--- config.mk ---
export PLATFORM = sky130hd
export DESIGN_NAME = phh_queue
export DESIGN_NICKNAME = d
export VERILOG_FILES = /design/src/sv/phh_pkg.sv /design/src/sv/phh_queue.sv
export SDC_FILE = /design/constraint.sdc
export NUM_CORES = 1
export LEC_CHECK = 0
export BUFFER_PORTS_ARGS = -buffer_cell sky130_fd_sc_hd__buf_2
export CAP_MARGIN = 15
export CORE_MARGIN = 3
export CORE_UTILIZATION = 25
export CTS_BUF_LIST = sky130_fd_sc_hd__clkbuf_8
export DETAILED_ROUTE_END_ITERATION = 10
export PLACE_DENSITY = 0.52
export SLEW_MARGIN = 10
export SYNTH_ARGS = -nofsm -noshare
export SYNTH_HDL_FRONTEND = slang
export SYNTH_SLANG_ARGS = --single-unit
--- constraint.sdc ---
create_clock -name clk_i -period 1.54 [get_ports clk_i]
set_clock_uncertainty 0.2 [all_clocks]
set_input_delay 0.231 -clock clk_i [delete_from_list [all_inputs] [get_ports clk_i]]
set_output_delay 0.231 -clock clk_i [all_outputs]
set_load 0.02 [all_outputs]
--- src/sv/phh_pkg.sv ---
package phh_pkg;

  // Default geometry
  localparam int BIN_COUNT_DEF   = 1024;
  localparam int SAMPLE_BITS_DEF = 14;
  localparam int COUNT_BITS_DEF  = 32;

  // Fixed field widths
  localparam int SCALE_W     = 24;
  localparam int IDX_W       = 10;
  localparam int BIN_W       = 10;
  localparam int OUT_COUNT_W = 32;

  // Q4.20 scale
  localparam int FRAC_BITS = 20;
  localparam logic [SCALE_W-1:0] SCALE_RESET = 24'd87381;

  // Queue depths
  localparam int DESC_DEPTH = 4;
  localparam int OUT_DEPTH  = 8;

  typedef enum logic {
    OP_SAMPLE = 1'b0,
    OP_READ   = 1'b1
  } op_e;

  typedef enum logic {
    KIND_RECORD = 1'b0,
    KIND_READ   = 1'b1
  } kind_e;

  // One result beat
  typedef struct packed {
    kind_e                  kind;
    logic [BIN_W-1:0]       bin_a;
    logic                   hit_a;
    logic [BIN_W-1:0]       bin_b;
    logic                   hit_b;
    logic [OUT_COUNT_W-1:0] count_a;
    logic [OUT_COUNT_W-1:0] count_b;
  } res_t;

  // Width of a front-to-back descriptor: kind, two sums, read index
  function automatic int desc_bits(int sample_bits);
    return 1 + 2 * (sample_bits + 2) + IDX_W;
  endfunction

endpackage

--- src/sv/phh_queue.sv ---
module phh_queue #(
  parameter int WIDTH = 8,
  parameter int DEPTH = 4
) (
  input  logic                       clk_i,
  input  logic                       rst_ni,
  input  logic                       push_i,
  input  logic [WIDTH-1:0]           data_i,
  input  logic                       pop_i,
  output logic [WIDTH-1:0]           data_o,
  output logic                       full_o,
  output logic                       empty_o,
  output logic [$clog2(DEPTH+1)-1:0] count_o
);
  import phh_pkg::*;

  localparam int PTR_W = $clog2(DEPTH);
  localparam int CNT_W = $clog2(DEPTH+1);

  logic [WIDTH-1:0] mem_q [DEPTH];
  logic [PTR_W-1:0] wptr_q, rptr_q;
  logic [CNT_W-1:0] count_q, count_d;

  // Occupancy
  always_comb begin
    count_d = count_q;
    if (push_i && !pop_i) begin
      count_d = count_q + CNT_W'(1);
    end else if (!push_i && pop_i) begin
      count_d = count_q - CNT_W'(1);
    end
  end

  always_ff @(posedge clk_i or negedge rst_ni) begin
    if (!rst_ni) begin
      wptr_q  <= '0;
      rptr_q  <= '0;
      count_q <= '0;
    end else begin
      count_q <= count_d;
      if (push_i) begin
        wptr_q <= (wptr_q == PTR_W'(DEPTH-1)) ? '0 : wptr_q + PTR_W'(1);
      end
      if (pop_i) begin
        rptr_q <= (rptr_q == PTR_W'(DEPTH-1)) ? '0 : rptr_q + PTR_W'(1);
      end
    end
  end

  // Storage, no reset
  always_ff @(posedge clk_i) begin
    if (push_i) begin
      mem_q[wptr_q] <= data_i;
    end
  end

  assign data_o  = mem_q[rptr_q];
  assign full_o  = (count_q == CNT_W'(DEPTH));
  assign empty_o = (count_q == '0);
  assign count_o = count_q;

  // Writers must respect the full flag; readers the empty flag
  a_no_overflow: assert property (@(posedge clk_i) disable iff (!rst_ni)
    push_i |-> !full_o) else $error("queue push while full");
  a_no_underflow: assert property (@(posedge clk_i) disable iff (!rst_ni)
    pop_i |-> !empty_o) else $error("queue pop while empty");

endmodule

==> flow_summary.ini <==
[route]
wl_um = 2880
wl_per_cell_um = 13.6
via_count = 869
antenna_left = 0
drcViolationCount = 0
via_per_inst = 4.12
drt_iter0_drc = 45
firstDrtPassIters = 4

[clock_network]
cts_tree = built
insertion_delay_ns = 0.29
ctsLongestPathBuffers = 2
clk_pin_slew_ns = 0.08
numCtsBuffers = 5
clkSinkCount = 39
htreeDepth = 2
ctsRootBufferMaster = clkbuf_8

[setup_path]
worst-path-stages = 3
reg2regPathDepth = 4
r2r-end = count_o[2]
worstPathMaxFanout = 6
crit_arrival_ns = 1.49
startpoint = rptr_q[0]
rr_startpoint = count_o[0]
critical_path.endpoint = data_o[7]
cp-start-kind = flip-flop
cp_cell_sequence = buf_6 > mux4_2 > buf_6
crit_family = multiplexers
end_kind = output port
slowest_delay_ns = 0.51
path_class = flip-flop to output port
cp_slowest_cell = mux4_2
crit_top_cell = buf_6
r2r_slack_ns = 0.02
critPathBufInv = 2
critical_path_required_ns = 1.11

[status]
violations = negative setup slack
status = complete, but fails checks

[placed_design]
portBuffers = 24
gp_congestion = 0.660
place_worst_setup_slack_ns = -0.127
hpwl_um = 2150

[power_and_ir_drop]
finalPower_w = 0.00398
leakagePower_nw = 0.855
p_per_area_mw_per_mm2 = 1810
vdd_drop_max_v = 0.000685

[sta]
timing.slew.headroom_pct = 88.1
maxSlewViolCount = 0
finalCritPeriodShare_pct = 125
rsz0062_at_grt = yes
fin_tns_setup_ns = -3.01
worstMarginPinSlew_ns = 0.176
finalHoldViolCount = 0
min_period_ns = 1.92
finalWorstSetupSlack_ns = -0.384
setup_viol = 9
fmax_mhz = 520

[cells_and_area]
final_common_cell = edfxtp_1
final_nets = 154
multi_input_area_um2 = 425
area_growth_pct = 40.7
fill_cells = 537
antenna_cells = 0
drive_gt1_share_pct = 49.3
register_area_mm2 = 0.00114
final_core_util_pct = 36.8
final_cell_mix = 32 x edfxtp_1, 17 x buf_4, 14 x buf_2

[die]
fp.dieH_um = 85.2
ios = 25
start_util_pct = 26.2
die_width_um = 85.2
core.rowCount = 28
die-area_mm2 = 0.00726
core_mm2 = 0.00599

[worst_hold_path]
min-delay-path-class = primary input to flip-flop

[global_routing]
grt_usage_pct = 8.38
antenna_found_initial = 0
gr-total-overflow = 0
grt_pass1_vias = 956
grt_max_degree = 14
grt_pass1_wl_um = 4610

[yosys]
ys_warn_count = 0
syn-num-nets = 98
seq_area_frac_synth_pct = 72.5
avgSynthCellArea_um2 = 19.8
syn_inst = 79
synth.lib_cells_used.distinct = 18
synthesis.area_mm2 = 0.00157
synth-seq-cells = 39

[job]
max_cap_violations = 0
==> worst min-delay path: stages <==
cell and delay, ns:
buf_2 0.09, buf_4 0.09, mux2_2 0.13
==> sequential cells by signal (all words and copies together), names as in the netlist <==
register and count:
count_o 3, rptr_q 2, wptr_q 2, mem_q 32
==> kinds of logic after synthesis <==
kind of cell	synth area share, %
DFF	72.5
and+or+nand+nor	3.67
muxes	12.9
adders and majority gates	6.07
buffers and inverters	1.99
AOI/OAI and AO/OA	1.20
xor gates and xnor gates	1.68
==> metrics by stage <==
step                cells  instance area (um^2)  hold slack (ns)
floorplan              79                  1570           -0.265
CTS                   211                  2190           0.0831
global placement      192                  1900           -0.126
finish                211                  2210           0.0880
detailed placement    192                  1900           -0.125
global route          211                  2210           0.0964
==> cell type report <==
class	count	share of cell area [%]
flip-flops and latches	39	51.6
multi-input cells	34	19.3
repair buffers	51	19.1
well taps	75	4.25
clock buffers	5	3.12
clock inverters	3	1.99
inverters	4	0.681
==> how the worst min path moves through the flow <==
stage / cells after the start / slack [ns] / startpoint / endpoint
global placement: 1 / -0.13 / rst_ni / count_o[2]
detailed placement: 1 / -0.13 / rst_ni / count_o[2]
floorplan: 0 / -0.26 / rst_ni / count_o[0]
finish: 3 / 0.09 / pop_i / rptr_q[1]
global route: 3 / 0.1 / pop_i / rptr_q[1]
CTS: 3 / 0.08 / pop_i / rptr_q[1]
==> timing repair <==
action | in CTS | in global routing
buffers inserted | 2 | 0
hold endpoints to repair | 39 | 0
cloned | 0 | 0
setup endpoints to repair | 10 | 12
hold buffers | 9 | 0
gates resized for setup | 22 | 1
==> synth_stat cells <==
cell type,n,area (um^2)
nor3_1,2,10.0
mux2_2,2,22.5
edfxtp_1,32,961
nor2_1,2,7.51
fa_1,1,20.0
nand2_1,2,7.51
nor3b_1,1,7.51
xor2_1,2,17.5
xnor2_1,1,8.76
dfrtp_1,7,175
inv_1,4,15.0
a21o_2,1,8.76
ha_1,6,75.1
and2_1,4,25.0
buf_6,1,11.3
buf_2,1,5.00
o21ai_0,2,10.0
mux4_2,8,180
==> metal layers <==
| layer | track usage (%) | part of all wire, % |
|---|---|---|
| met3 | 2.72 | 4.6 |
| met5 | 0 | 0 |
| met2 | 13.8 | 51 |
| met4 | 4.32 | 2.0 |
| met1 | 9.78 | 42 |
==> power by group <==
| group | total (W) | internal [W] | switching, W |
|---|---|---|---|
| logic | 0.00160 | 0.000859 | 0.000743 |
| clock network | 0.000849 | 0.000482 | 0.000367 |
| registers | 0.00153 | 0.00139 | 0.000141 |
No activity file was read; power rests on OpenSTA's default activity.
