## src/sv/phh_pkg.sv

```systemverilog
package phh_pkg;

  // Default geometry
  localparam int BIN_COUNT_DEF   = 1024;
  localparam int SAMPLE_BITS_DEF = 14;
  localparam int COUNT_BITS_DEF  = 32;

  // Fixed field widths
  localparam int SCALE_W     = 24;
  localparam int IDX_W       = 10;
  localparam int BIN_W       = 10;
  localparam int OUT_COUNT_W = 32;

  // Q4.20 scale
  localparam int FRAC_BITS = 20;
  localparam logic [SCALE_W-1:0] SCALE_RESET = 24'd87381;

  // Queue depths
  localparam int DESC_DEPTH = 4;
  localparam int OUT_DEPTH  = 8;

  typedef enum logic {
    OP_SAMPLE = 1'b0,
    OP_READ   = 1'b1
  } op_e;

  typedef enum logic {
    KIND_RECORD = 1'b0,
    KIND_READ   = 1'b1
  } kind_e;

  // One result beat
  typedef struct packed {
    kind_e                  kind;
    logic [BIN_W-1:0]       bin_a;
    logic                   hit_a;
    logic [BIN_W-1:0]       bin_b;
    logic                   hit_b;
    logic [OUT_COUNT_W-1:0] count_a;
    logic [OUT_COUNT_W-1:0] count_b;
  } res_t;

  // Width of a front-to-back descriptor: kind, two sums, read index
  function automatic int desc_bits(int sample_bits);
    return 1 + 2 * (sample_bits + 2) + IDX_W;
  endfunction

endpackage

```

## src/sv/phh_if.sv

```systemverilog
// Input channel: sample pairs and read requests
interface phh_in_if #(
  parameter int SAMPLE_BITS = phh_pkg::SAMPLE_BITS_DEF
);
  import phh_pkg::*;

  logic                          valid;
  logic                          ready;
  logic                          op;
  logic signed [SAMPLE_BITS-1:0] sample_a;
  logic signed [SAMPLE_BITS-1:0] sample_b;
  logic                          last_sample;
  logic [IDX_W-1:0]              read_index;

  modport source (output valid, op, sample_a, sample_b, last_sample, read_index,
                  input ready);
  modport sink   (input valid, op, sample_a, sample_b, last_sample, read_index,
                  output ready);
endinterface


```

## src/sv/phh_front.sv

```systemverilog
module phh_front #(
  parameter int SAMPLE_BITS = phh_pkg::SAMPLE_BITS_DEF
) (
  input  logic                                       clk_i,
  input  logic                                       rst_ni,
  phh_in_if.sink                                     in_i,
  input  logic                                       clear_busy_i,
  input  logic                                       q_full_i,
  output logic                                       q_push_o,
  output logic [phh_pkg::desc_bits(SAMPLE_BITS)-1:0] q_data_o
);
  import phh_pkg::*;

  localparam int SUM_W = SAMPLE_BITS + 2;

  typedef struct packed {
    logic signed [SAMPLE_BITS-1:0] peak;
    logic signed [SUM_W-1:0]       sum;
    logic signed [SAMPLE_BITS-1:0] prev;
    logic                          await_right;
  } chan_t;

  typedef struct packed {
    kind_e                   kind;
    logic signed [SUM_W-1:0] sum_a;
    logic signed [SUM_W-1:0] sum_b;
    logic [IDX_W-1:0]        read_index;
  } desc_t;

  // Peak tracking for one channel and one sample
  function automatic chan_t track(chan_t c, logic signed [SAMPLE_BITS-1:0] x,
                                  logic is_first, logic is_last);
    chan_t                   n;
    logic signed [SUM_W-1:0] xe;
    n  = c;
    xe = SUM_W'(x);
    if (is_first) begin
      n.peak        = x[SAMPLE_BITS-1] ? '0 : x;
      n.sum         = xe + xe;
      n.await_right = 1'b1;
    end else begin
      if (c.await_right) begin
        n.sum         = c.sum + xe;
        n.await_right = 1'b0;
      end
      // strictly greater: the first maximum wins
      if (x > c.peak) begin
        n.peak        = x;
        n.sum         = SUM_W'(c.prev) + xe;
        n.await_right = 1'b1;
      end
    end
    n.prev = x;
    // peak on the last sample: its own value stands in for the right neighbor
    if (is_last && n.await_right) begin
      n.sum         = n.sum + xe;
      n.await_right = 1'b0;
    end
    return n;
  endfunction

  chan_t ch_a_q, ch_b_q, ch_a_d, ch_b_d;
  logic  record_start_q;
  logic  accept, is_read;
  desc_t desc;

  assign in_i.ready = !clear_busy_i && !q_full_i;
  assign accept     = in_i.valid && in_i.ready;
  assign is_read    = (in_i.op == OP_READ);

  assign ch_a_d = track(ch_a_q, in_i.sample_a, record_start_q, in_i.last_sample);
  assign ch_b_d = track(ch_b_q, in_i.sample_b, record_start_q, in_i.last_sample);

  always_ff @(posedge clk_i or negedge rst_ni) begin
    if (!rst_ni) begin
      ch_a_q         <= '0;
      ch_b_q         <= '0;
      record_start_q <= 1'b1;
    end else if (accept && !is_read) begin
      ch_a_q         <= ch_a_d;
      ch_b_q         <= ch_b_d;
      record_start_q <= in_i.last_sample;
    end
  end

  // Reads and record ends go to the back end
  always_comb begin
    desc.kind       = is_read ? KIND_READ : KIND_RECORD;
    desc.sum_a      = ch_a_d.sum;
    desc.sum_b      = ch_b_d.sum;
    desc.read_index = in_i.read_index;
  end

  assign q_push_o = accept && (is_read || in_i.last_sample);
  assign q_data_o = desc;

endmodule

```

## src/flat_wrapper.sv

```systemverilog
// flat-port wrapper written by rule: the top's interface ports become plain ports
module phh_front_flat import phh_pkg::*;
#(
  parameter int SAMPLE_BITS = phh_pkg::SAMPLE_BITS_DEF
)
  (clk_i, rst_ni, clear_busy_i, q_full_i, q_push_o, q_data_o, in_i_valid, in_i_op, in_i_sample_a, in_i_sample_b, in_i_last_sample, in_i_read_index, in_i_ready);
  phh_in_if #(.SAMPLE_BITS(SAMPLE_BITS)) in_i_i ();
  input  logic clk_i;
  input  logic rst_ni;
  input  logic clear_busy_i;
  input  logic q_full_i;
  output logic q_push_o;
  output logic [phh_pkg::desc_bits(SAMPLE_BITS)-1:0] q_data_o;
  input wire logic [$bits(in_i_i.valid)-1:0] in_i_valid;
  input wire logic [$bits(in_i_i.op)-1:0] in_i_op;
  input wire logic [$bits(in_i_i.sample_a)-1:0] in_i_sample_a;
  input wire logic [$bits(in_i_i.sample_b)-1:0] in_i_sample_b;
  input wire logic [$bits(in_i_i.last_sample)-1:0] in_i_last_sample;
  input wire logic [$bits(in_i_i.read_index)-1:0] in_i_read_index;
  output wire logic [$bits(in_i_i.ready)-1:0] in_i_ready;
  assign in_i_i.valid = in_i_valid;
  assign in_i_i.op = in_i_op;
  assign in_i_i.sample_a = in_i_sample_a;
  assign in_i_i.sample_b = in_i_sample_b;
  assign in_i_i.last_sample = in_i_last_sample;
  assign in_i_i.read_index = in_i_read_index;
  assign in_i_ready = in_i_i.ready;
  phh_front #(.SAMPLE_BITS(SAMPLE_BITS)) u_core (.clk_i(clk_i), .rst_ni(rst_ni), .in_i(in_i_i), .clear_busy_i(clear_busy_i), .q_full_i(q_full_i), .q_push_o(q_push_o), .q_data_o(q_data_o));
endmodule
```

## config.mk

```make
export PLATFORM = sky130hd
export DESIGN_NAME = phh_front_flat
export DESIGN_NICKNAME = d
export VERILOG_FILES = /design/src/sv/phh_pkg.sv /design/src/sv/phh_if.sv /design/src/sv/phh_front.sv /design/src/flat_wrapper.sv
export SDC_FILE = /design/constraint.sdc
export NUM_CORES = 1
export LEC_CHECK = 0
export BUFFER_PORTS_ARGS = -buffer_cell sky130_fd_sc_hd__buf_4
export CORE_ASPECT_RATIO = 1.2
export CORE_UTILIZATION = 55
export DETAILED_ROUTE_END_ITERATION = 6
export HOLD_SLACK_MARGIN = 0.05
export PLACE_DENSITY = 0.75
export SETUP_SLACK_MARGIN = 0.02
export SLEW_MARGIN = 20
export SYNTH_ARGS = -nofsm -noshare
export SYNTH_HDL_FRONTEND = slang
export SYNTH_SLANG_ARGS = --single-unit
```

## constraint.sdc

```tcl
create_clock -name clk_i -period 5.6 [get_ports clk_i]
set_input_delay 0.28 -clock clk_i [delete_from_list [all_inputs] [get_ports clk_i]]
set_output_delay 0.28 -clock clk_i [all_outputs]
set_load 0.1 [all_outputs]
```

==> results of run 1 <==
-- flip-flops by register name, indices dropped and copies added, names as in the netlist --
signal and count:
u_core.record_start_q 1, u_core.ch_b_q 45, u_core.ch_a_q 45
-- worst max-delay path, delay by kind of cell (launching register included) --
kind / cells / cell delay, ns
buf+inv: 2 / 0.31
xor+xnor: 2 / 0.33
fa+ha+maj: 3 / 0.83
simple gates: 2 / 0.67
flops: 1 / 0.42
compound gates: 8 / 1.93
mux: 2 / 0.46
-- logic make-up after synthesis --
family | Yosys count
simple gates | 400
compound gates | 399
buf+inv | 153
fa+ha+maj | 126
flops | 91
xor+xnor | 52
mux | 52
-- how the worst max path moves through the flow --
stage / from / endpoint
3_3_place_gp: in_i_sample_b[13] / q_data_o[25]
5_1_grt: u_core.ch_b_q[15]$_DFFE_PN0P_ / q_data_o[25]
3_5_place_dp: in_i_sample_b[3] / q_data_o[25]
2_1_floorplan: u_core.ch_b_q[15]$_DFFE_PN0P_ / q_data_o[25]
6_report: u_core.ch_b_q[15]$_DFFE_PN0P_ / q_data_o[25]
4_1_cts: u_core.ch_b_q[15]$_DFFE_PN0P_ / q_data_o[25]
-- cells in the mapped netlist (all sizes together) (26+ instances only) --
library cell | number | share of area (%)
a211oi | 26 | 2.0
a21o | 30 | 2.2
a21oi | 78 | 3.8
buf | 56 | 3.8
clkbuf | 34 | 1.3
dfrtp | 90 | 22
ha | 120 | 15
inv | 62 | 2.3
mux2 | 32 | 3.5
nand2 | 174 | 6.4
nand3 | 36 | 1.8
nor2 | 79 | 2.9
o21ai | 83 | 4.1
xnor2 | 27 | 2.3
-- metrics by stage --
step	hold WS, ns	std cells	setup TNS, ns	util (%)
detailed placement	0.209	1512	-0.118	59.2
floorplan	-0.0156	1273	0	-
global placement	0.200	1512	-0.0510	59.2
finish	0.193	1539	-0.0260	62.6
CTS	0.194	1530	0	61.2
global route	0.203	1539	-0.391	62.6
-- cell type report --
cell class	count	area, sq um	area share (%)
Multi-Input combinational cell	1029	7400	65.1
Sequential cell	91	2280	20.0
Timing Repair Buffer	117	902	7.93
Tap cell	224	280	2.46
Inverter	63	236	2.08
Clock buffer	9	225	1.98
Clock inverter	6	48.8	0.429
-- layer usage --
| layer | vias to the layer above | global-route usage, % |
|---|---|---|
| met5 | - | 0 |
| met4 | 0 | 23.9 |
| met3 | 121 | 4.70 |
| met2 | 312 | 60.1 |
| met1 | 4655 | 34.7 |
| li1 | 4726 | - |
-- repair_timing --
| item | CTS | global route |
|---|---|---|
| cloned | 0 | 0 |
| resized for setup | 13 | 40 |
| pin swaps | 2 | 19 |
| setup endpoints to repair | 5 | 9 |
| setup buffers | 2 | 9 |
| hold endpoints to repair | 20 | 0 |
| hold buffers | 1 | 0 |
==> metrics.txt, run 1 <==
total number of vias=9,814; Post-Route M1 WL=11,800 um; worst r2r dst=u_core.ch_b_q[30]$_DFFE_PN0P_; CTS tree=built; Root Buffer=clkbuf_16; Slew @ Worst Pin=1.05 ns; Setup WS pre-CTS=-0.118 ns; share of cells above drive strength 1=16.3%; Hold Vio Cnt, Final=0; hold endpoint=u_core.ch_a_q[3]$_DFFE_PN0P_; max-slew violation count=0; die width=126 um; flops & latches, synth=91; status=finished, violations left; Crit Path Category=flop to primary output; initial DRC count=592; r2r worst-path depth=19; R2R Path Start=u_core.ch_b_q[15]$_DFFE_PN0P_; Clock Latency Late Sink=0.37 ns; Hold Path Cell Cnt=3; largest net degree at the start of global routing=72; TritonCTS Buffers=9; f_max=178 MHz; clock sinks=91; antenna-violating nets left=0; commonest cells after routing, fill and taps aside=nand2_1, ha_1, buf_4; post-DP HPWL=23,200 um; clock buffer depth=2; Largest stage delay, worst path=0.42 ns; vias in the first global route=9,407; XOR/XNOR Fraction of Synth Area=4.47%; syn nets=1,444; vias per cell=6.38; EDFF count, synth=0; met3 WL=1120 um; Initial DRT Pass Iterations=7; Setup WS post-layout=-0.0260 ns; die height=151 um; Relative slew margins=30.1%; Synth Area in Adders=15.9%; max-cap viol count=0; first-pass GRT wire length=48,200 um; Antenna diodes=0; RSZ-0062 raised after global routing=true; Remaining Overflow, GRT=0; DR WL/cell=20.0 um; synthesized area=10,200 sq um; port buffer count=69; mean area per synthesized cell=8.01 sq um; Setup violations, final=1; prevailing post-synth register cell=dfrtp_1; DRC viols=5; Hold Crit Start=in_i_sample_a[2]; ys async rst share=100%; Critical Path AT=5.35 ns; CP max-delay cell=dfrtp_1; Detailed Route WL=30,800 um; Seq/Total Area, Yosys=22.3%; fin area=11,400 sq um; failing checks=design-rule violations, negative setup slack; Global Route Usage Sum=32.8%; Initial Util=56.1%; element type at the critical path end=primary output; commonest non-fill, non-tap cell in the layout=nand2_1; Compound-Gate Fraction of Synth Area=26.6%; Critical Path RT=5.32 ns; Post-Syn Instances=1,273; Ports=90; yosys warns=0; Core Area=18,200 sq um; WL met2=15,600 um; mux cell area share after synthesis=5.50%; H-tree depth=3; Worst-path clk slew=0.08 ns; simple-gate share of the synthesized area=17.8%; CP Max Fanout=5; Fillers=1,655; largest family of logic cells by synthesized area=compound AO/OA/AOI/OAI gates; HP Class=primary input to flop; period utilization=100%; crit path time final=5.63 ns; Area Growth Syn to Fin=11.5%; Area after DPL=10,800 sq um; CP cell instances=ha_4, fa_2, a211o_1, a211o_1, a211oi_4, o31ai_4, xor2_1, mux2i_1, a221o_1, inv_1, ha_1, or3_1, o21ai_2, o31ai_4, a2111oi_2, and4b_1, xor2_2, mux2i_2, buf_6; Yosys cell types=75; nets=1,482; uppermost layer routed=met4; die area=19,100 sq um; setup slack, reg-to-reg=0.73 ns; Worst Clk Skew=0.0113 ns; startpoint types=flop; Final GP Congestion=0.966; antenna violations before repair=0; Rows=54
Power of run 1 is not shown: default switching activity piles up to over one toggle a cycle in this logic, so the estimate is an artifact.
==> run 2: changes to the inputs <==
--- a/config.mk
+++ b/config.mk
@@ -10,7 +10,7 @@
 export CORE_UTILIZATION = 55
 export DETAILED_ROUTE_END_ITERATION = 6
 export HOLD_SLACK_MARGIN = 0.05
-export PLACE_DENSITY = 0.75
+export PLACE_DENSITY_LB_ADDON = 0.05
 export SETUP_SLACK_MARGIN = 0.02
 export SLEW_MARGIN = 20
 export SYNTH_ARGS = -nofsm -noshare
==> run 2 against run 1 <==
The flow now finishes without violations. Worst setup slack gained 0.042 ns. Die area is the same. Cell area grew 0.18%. Highest routed layer unchanged.
==> metrics.txt, run 2 (same netlist as run 1, synthesis figures left out) <==
port buffer count=69 (unchanged); Hold Vio Cnt, Final=0 (unchanged); Initial Util=56.1% (unchanged); max-cap viol count=0 (unchanged); H-tree depth=3 (unchanged); TritonCTS Buffers=9 (unchanged); Global Route Usage Sum=32.3% (was 32.8%); clock sinks=91 (unchanged); Slew @ Worst Pin=1.11 ns (was 1.05 ns); Relative slew margins=25.7% (was 30.1%); Remaining Overflow, GRT=0 (unchanged); biggest registers after layout=u_core.ch_a_q: 45 flops, u_core.ch_b_q: 45 flops, u_core.record_start_q: 1 flops (unchanged); Largest stage delay, worst path=0.41 ns (was 0.42 ns); Crit Path Category=flop to primary output (unchanged); vias per cell=6.32 (was 6.38); Critical Path AT=5.30 ns (was 5.35 ns); Final GP Congestion=0.922 (was 0.966); Fillers=1,651 (was 1,655); final hold slack=0.200 ns (was 0.193 ns); Detailed Route WL=30,600 um (was 30,800 um); Worst Clk Skew=0.0106 ns (was 0.0113 ns); Critical Path RT=5.32 ns (about the same); commonest non-fill, non-tap cell in the layout=nand2_1 (unchanged); Root Buffer=clkbuf_16 (unchanged); DRC viols=0 (was 5); Critical Path Most Common Cell=a211o_1; Antenna diodes=0 (unchanged); Setup violations, final=0 (was 1); Setup WS pre-CTS=-0.172 ns (was -0.118 ns); startpoint types=flop (unchanged); antenna-violating nets left=0 (unchanged); Ports=90 (unchanged); largest net degree at the start of global routing=57 (was 72); CP max-delay cell=dfrtp_1 (unchanged); nets=1,482 (unchanged); DR WL/cell=19.9 um (was 20.0 um); RSZ-0062 raised after global routing=true (unchanged); element type at the critical path end=primary output (unchanged); setup tns final=0 ns (was -0.0260 ns); first-pass GRT wire length=47,400 um (was 48,200 um); Core Area=18,200 sq um (unchanged); max-slew violation count=0 (unchanged); period utilization=99.7% (was 100%); Area Growth Syn to Fin=11.7% (was 11.5%); clock buffer depth=2 (unchanged); HP Class=primary input to flop (unchanged); die height=151 um (unchanged); total area of sequential cells=2280 sq um (unchanged); Initial DRT Pass Iterations=5 (was 7); post-DP HPWL=23,300 um (was 23,200 um); CP cell instances=ha_4, fa_2, a211o_1, a211o_1, a211oi_4, or3_1, nand3_2, o211ai_1, a31oi_1, ha_1, a2111o_1, a21oi_4, o31ai_4, a2111oi_2, and4b_1, xor2_2, mux2i_2, buf_6 (was ha_4, fa_2, a211o_1, a211o_1, a211oi_4, o31ai_4, xor2_1, mux2i_1, a221o_1, inv_1, ha_1, or3_1, o21ai_2, o31ai_4, a2111oi_2, and4b_1, xor2_2, mux2i_2, buf_6); share of cells above drive strength 1=16.5% (was 16.3%); antenna violations before repair=0 (unchanged); crit path time final=5.58 ns (was 5.63 ns); die width=126 um (unchanged); Setup WS post-layout=0.0158 ns (was -0.0260 ns); total number of vias=9,728 (was 9,814); Rows=54 (unchanged); CP Max Fanout=3 (was 5); vias in the first global route=9,238 (was 9,407); Worst-path clk slew=0.08 ns (about the same); die area=19,100 sq um (unchanged); f_max=179 MHz (was 178 MHz); Clock Latency Late Sink=0.37 ns (about the same); initial DRC count=500 (was 592); commonest cells after routing, fill and taps aside=nand2_1, ha_1, buf_4 (unchanged); area of the multi-input gates=7400 sq um (about the same); CTS tree=built (unchanged); status=finished clean (was finished, violations left)
## run 2: changes by cell type in the layout (fill, tap and decap cells not counted), sizes merged
cell / previous run / this run
clkinv: 1 / 4
clkinvlp: 3 / 0
inv: 65 / 66
## run 2: per-layer routing
metal	vias up	track usage, %	part of all wire (%)
li1	4717	-	-
met1	4637	35.4	39
met2	274	59.0	51
met3	100	3.46	3.9
met4	0	21.9	6.5
met5	-	0	0
## run 2: path summary, 6_finish.rpt
check                                               from                             to  slack (ns)  depth (start not counted)
max                        u_core.ch_b_q[15]$_DFFE_PN0P_                   q_data_o[25]        0.02                         18
min                                     in_i_sample_a[0]  u_core.ch_a_q[31]$_DFFE_PN0P_        0.20                          3
max reg2reg                u_core.ch_b_q[15]$_DFFE_PN0P_  u_core.ch_b_q[30]$_DFFE_PN0P_        0.73                         18
min reg2reg                u_core.ch_b_q[39]$_DFFE_PN0P_  u_core.ch_b_q[39]$_DFFE_PN0P_        0.49                          2
max in group asynchronous                         rst_ni  u_core.ch_b_q[13]$_DFFE_PN0P_        4.04                          3
min in group asynchronous                         rst_ni  u_core.ch_b_q[20]$_DFFE_PN0P_        0.45                          2
## run 2: area by class of cell
| cell class | count | area share [%] |
|---|---|---|
| Timing Repair Buffer | 117 | 7.89 |
| Multi-Input combinational cell | 1029 | 64.9 |
| Sequential cell | 91 | 20.0 |
| Clock buffer | 9 | 1.98 |
| Clock inverter | 7 | 0.648 |
| Tap cell | 224 | 2.46 |
| Inverter | 63 | 2.08 |
## run 2: what timing repair did
action	in CTS	in global routing
setup buffers	1	9
setup endpoints to repair	5	6
hold endpoints to repair	44	0
pin swaps	4	15
hold buffers	1	0
resized for setup	21	34
## run 2: metrics by stage
stage | cells | instance area (sq um) | utilization, %
floorplan | 1273 | 10200 | -
global placement | 1513 | 10800 | 59.3
detailed placement | 1513 | 10800 | 59.3
CTS | 1531 | 11200 | 61.4
global route | 1540 | 11400 | 62.7
finish | 1540 | 11400 | 62.7
## run 2: critical path: cells and delay by family (launching register included)
kind,cells,cell delay (ns)
mux,1,0.24
fa+ha+maj,3,0.94
compound gates,9,2.39
simple gates,3,0.53
xor+xnor,1,0.16
buf+inv,1,0.26
flops,1,0.41
Power of run 2 is left out for the same reason.
==> run 3: changes to the inputs <==
--- a/config.mk
+++ b/config.mk
@@ -10,7 +10,7 @@
 export CORE_UTILIZATION = 55
 export DETAILED_ROUTE_END_ITERATION = 6
 export HOLD_SLACK_MARGIN = 0.05
-export PLACE_DENSITY_LB_ADDON = 0.05
+export PLACE_DENSITY_LB_ADDON = 0.3
 export SETUP_SLACK_MARGIN = 0.02
 export SLEW_MARGIN = 20
 export SYNTH_ARGS = -nofsm -noshare
==> run 3 against run 2 <==
Utilization shrank 0.59 points. Cell area shrank 0.93%. Worst setup slack gained 0.055 ns. Worst hold slack gained 0.0046 ns. Non-clock buffer count shrank 13. Global-route usage shrank 0.42 points.
==> metrics.txt, run 3 (same netlist as run 1, synthesis figures left out) <==
port buffer count=69 (unchanged); Largest stage delay, worst path=0.40 ns (was 0.41 ns); f_max=181 MHz (was 179 MHz); H-tree depth=3 (unchanged); Ports=90 (unchanged); total number of vias=9,899 (was 9,728); final core occ=62.1% (was 62.7%); Setup violations, final=0 (unchanged); setup slack, reg-to-reg=0.89 ns (was 0.73 ns); startpoint types=flop (unchanged); Antenna diodes=0 (unchanged); antenna violations before repair=0 (unchanged); max-slew violation count=0 (unchanged); hold endpoint=u_core.ch_a_q[3]$_DFFE_PN0P_ (was u_core.ch_a_q[31]$_DFFE_PN0P_); die area=19,100 sq um (unchanged); Worst Setup SP=u_core.ch_b_q[15]$_DFFE_PN0P_ (unchanged); antenna-violating nets left=0 (unchanged); crit path time final=5.53 ns (was 5.58 ns); max-cap viol count=0 (unchanged); CTS tree=built (unchanged); biggest registers after layout=u_core.ch_a_q: 45 flops, u_core.ch_b_q: 45 flops, u_core.record_start_q: 1 flops (unchanged); CP Max Fanout=5 (was 3); post-DP HPWL=22,400 um (was 23,300 um); Area Growth Syn to Fin=10.7% (was 11.7%); vias per cell=6.48 (was 6.32); clock buffer depth=2 (unchanged); Rows=54 (unchanged); status=finished clean (unchanged); HP Class=primary input to flop (unchanged); Worst-path clk slew=0.07 ns (was 0.08 ns); Detailed Route WL=29,900 um (was 30,600 um); Initial Util=56.1% (unchanged); Remaining Overflow, GRT=0 (unchanged); die width=126 um (unchanged); Relative slew margins=29.7% (was 25.7%); Final GP Congestion=0.968 (was 0.922); placed insts=1,507 (was 1,513); die height=151 um (unchanged); largest net degree at the start of global routing=68 (was 57); initial DRC count=643 (was 500); Crit Path Category=flop to primary output (unchanged); Critical Path AT=5.25 ns (was 5.30 ns); setup tns final=0 ns (unchanged); Clock Latency Late Sink=0.36 ns (was 0.37 ns); Slew @ Worst Pin=1.05 ns (was 1.11 ns); Hold Crit Start=in_i_sample_a[2] (was in_i_sample_a[0]); RSZ-0062 raised after global routing=true (unchanged); TritonCTS Buffers=9 (unchanged); DR WL/cell=19.6 um (was 19.9 um); period utilization=98.7% (was 99.7%); Core Area=18,200 sq um (unchanged); Critical Path RT=5.32 ns (about the same); r2r worst-path depth=18 (unchanged); fin cells=1,527 (was 1,540); commonest cells after routing, fill and taps aside=nand2_1, ha_1, buf_4 (unchanged); first-pass GRT wire length=47,500 um (was 47,400 um); Initial DRT Pass Iterations=5 (unchanged); clock sinks=91 (unchanged); CP max-delay cell=dfrtp_1 (unchanged); DRC viols=0 (unchanged); CP cell instances=ha_1, fa_2, a211o_1, a211o_1, a211oi_4, o31ai_4, xor2_1, mux2i_1, a221o_1, inv_1, ha_1, or3_1, o21ai_1, o31ai_2, a2111oi_1, and4b_1, xor2_1, mux2i_2, buf_6 (was ha_4, fa_2, a211o_1, a211o_1, a211oi_4, or3_1, nand3_2, o211ai_1, a31oi_1, ha_1, a2111o_1, a21oi_4, o31ai_4, a2111oi_2, and4b_1, xor2_2, mux2i_2, buf_6); Hold Path Cell Cnt=3 (unchanged); Hold Vio Cnt, Final=0 (unchanged); R2R Path Start=u_core.ch_b_q[15]$_DFFE_PN0P_ (unchanged); commonest non-fill, non-tap cell in the layout=nand2_1 (unchanged); element type at the critical path end=primary output (unchanged); share of cells above drive strength 1=15.7% (was 16.5%); Fillers=1,656 (was 1,651); nets=1,469 (was 1,482); vias in the first global route=9,696 (was 9,238); worst r2r dst=u_core.ch_b_q[30]$_DFFE_PN0P_ (unchanged); Global Route Usage Sum=31.9% (was 32.3%); final hold slack=0.205 ns (was 0.200 ns); Worst Clk Skew=0.00928 ns (was 0.0106 ns); Root Buffer=clkbuf_16 (unchanged)
-- run 3: changes by cell type in the layout (fill, tap and decap cells not counted), moves of 2 or more --
cell / delta
a211oi_1: -5
a211oi_2: +5
buf_4: -13
clkinv_4: -2
clkinvlp_4: +2
ha_1: +3
ha_2: -2
inv_8: -2
mux2i_1: -2
mux2i_2: +2
-- run 3: critical path: cells and delay by family, from the launching register on --
| kind | cells | cell delay, ns |
|---|---|---|
| compound gates | 8 | 1.88 |
| fa+ha+maj | 3 | 0.88 |
| simple gates | 2 | 0.63 |
| mux | 2 | 0.44 |
| flops | 1 | 0.40 |
| buf+inv | 2 | 0.33 |
| xor+xnor | 2 | 0.32 |
-- run 3: metal layers --
metal | vias to the layer above | routed length (um) | GRT usage, %
met5 | - | 0 | 0
met4 | 0 | 2280 | 24.8
met3 | 142 | 1320 | 3.78
met2 | 399 | 15200 | 59.0
met1 | 4661 | 11100 | 33.0
li1 | 4697 | - | -
-- run 3: how the worst max path moves through the flow --
stage                              end  slack (ns)  cells past startpoint
after floorplan           q_data_o[25]        0.82                     18
after global placement    q_data_o[25]        0.06                     19
after detailed placement  q_data_o[25]       -0.06                     19
after CTS                 q_data_o[25]        0.03                     18
after global routing      q_data_o[25]       -0.14                     17
final                     q_data_o[25]        0.07                     19
-- run 3: repair_timing --
item                                   CTS  global route
endpoints found under the hold margin   24             0
setup endpoints to repair                4             9
gates resized for setup                 14            40
setup buffers                            0             3
hold buffers                             1             0
pin swaps                                3             7
-- run 3: area by class of cell --
class	instances	area [sq um]	area share (%)
Clock inverter	6	71.3	0.632
Sequential cell	91	2280	20.2
Inverter	63	236	2.10
Clock buffer	10	229	2.03
Tap cell	224	280	2.48
Timing Repair Buffer	104	801	7.10
Multi-Input combinational cell	1029	7390	65.5
-- run 3: through the flow --
stage | setup WS (ns) | area, sq um
2_1_floorplan | 0.825 | 10200
3_3_place_gp | 0.0633 | 10700
3_5_place_dp | -0.0623 | 10700
4_1_cts | 0.0335 | 11100
5_1_grt | -0.143 | 11300
6_report | 0.0704 | 11300
Power of run 3 is left out for the same reason.
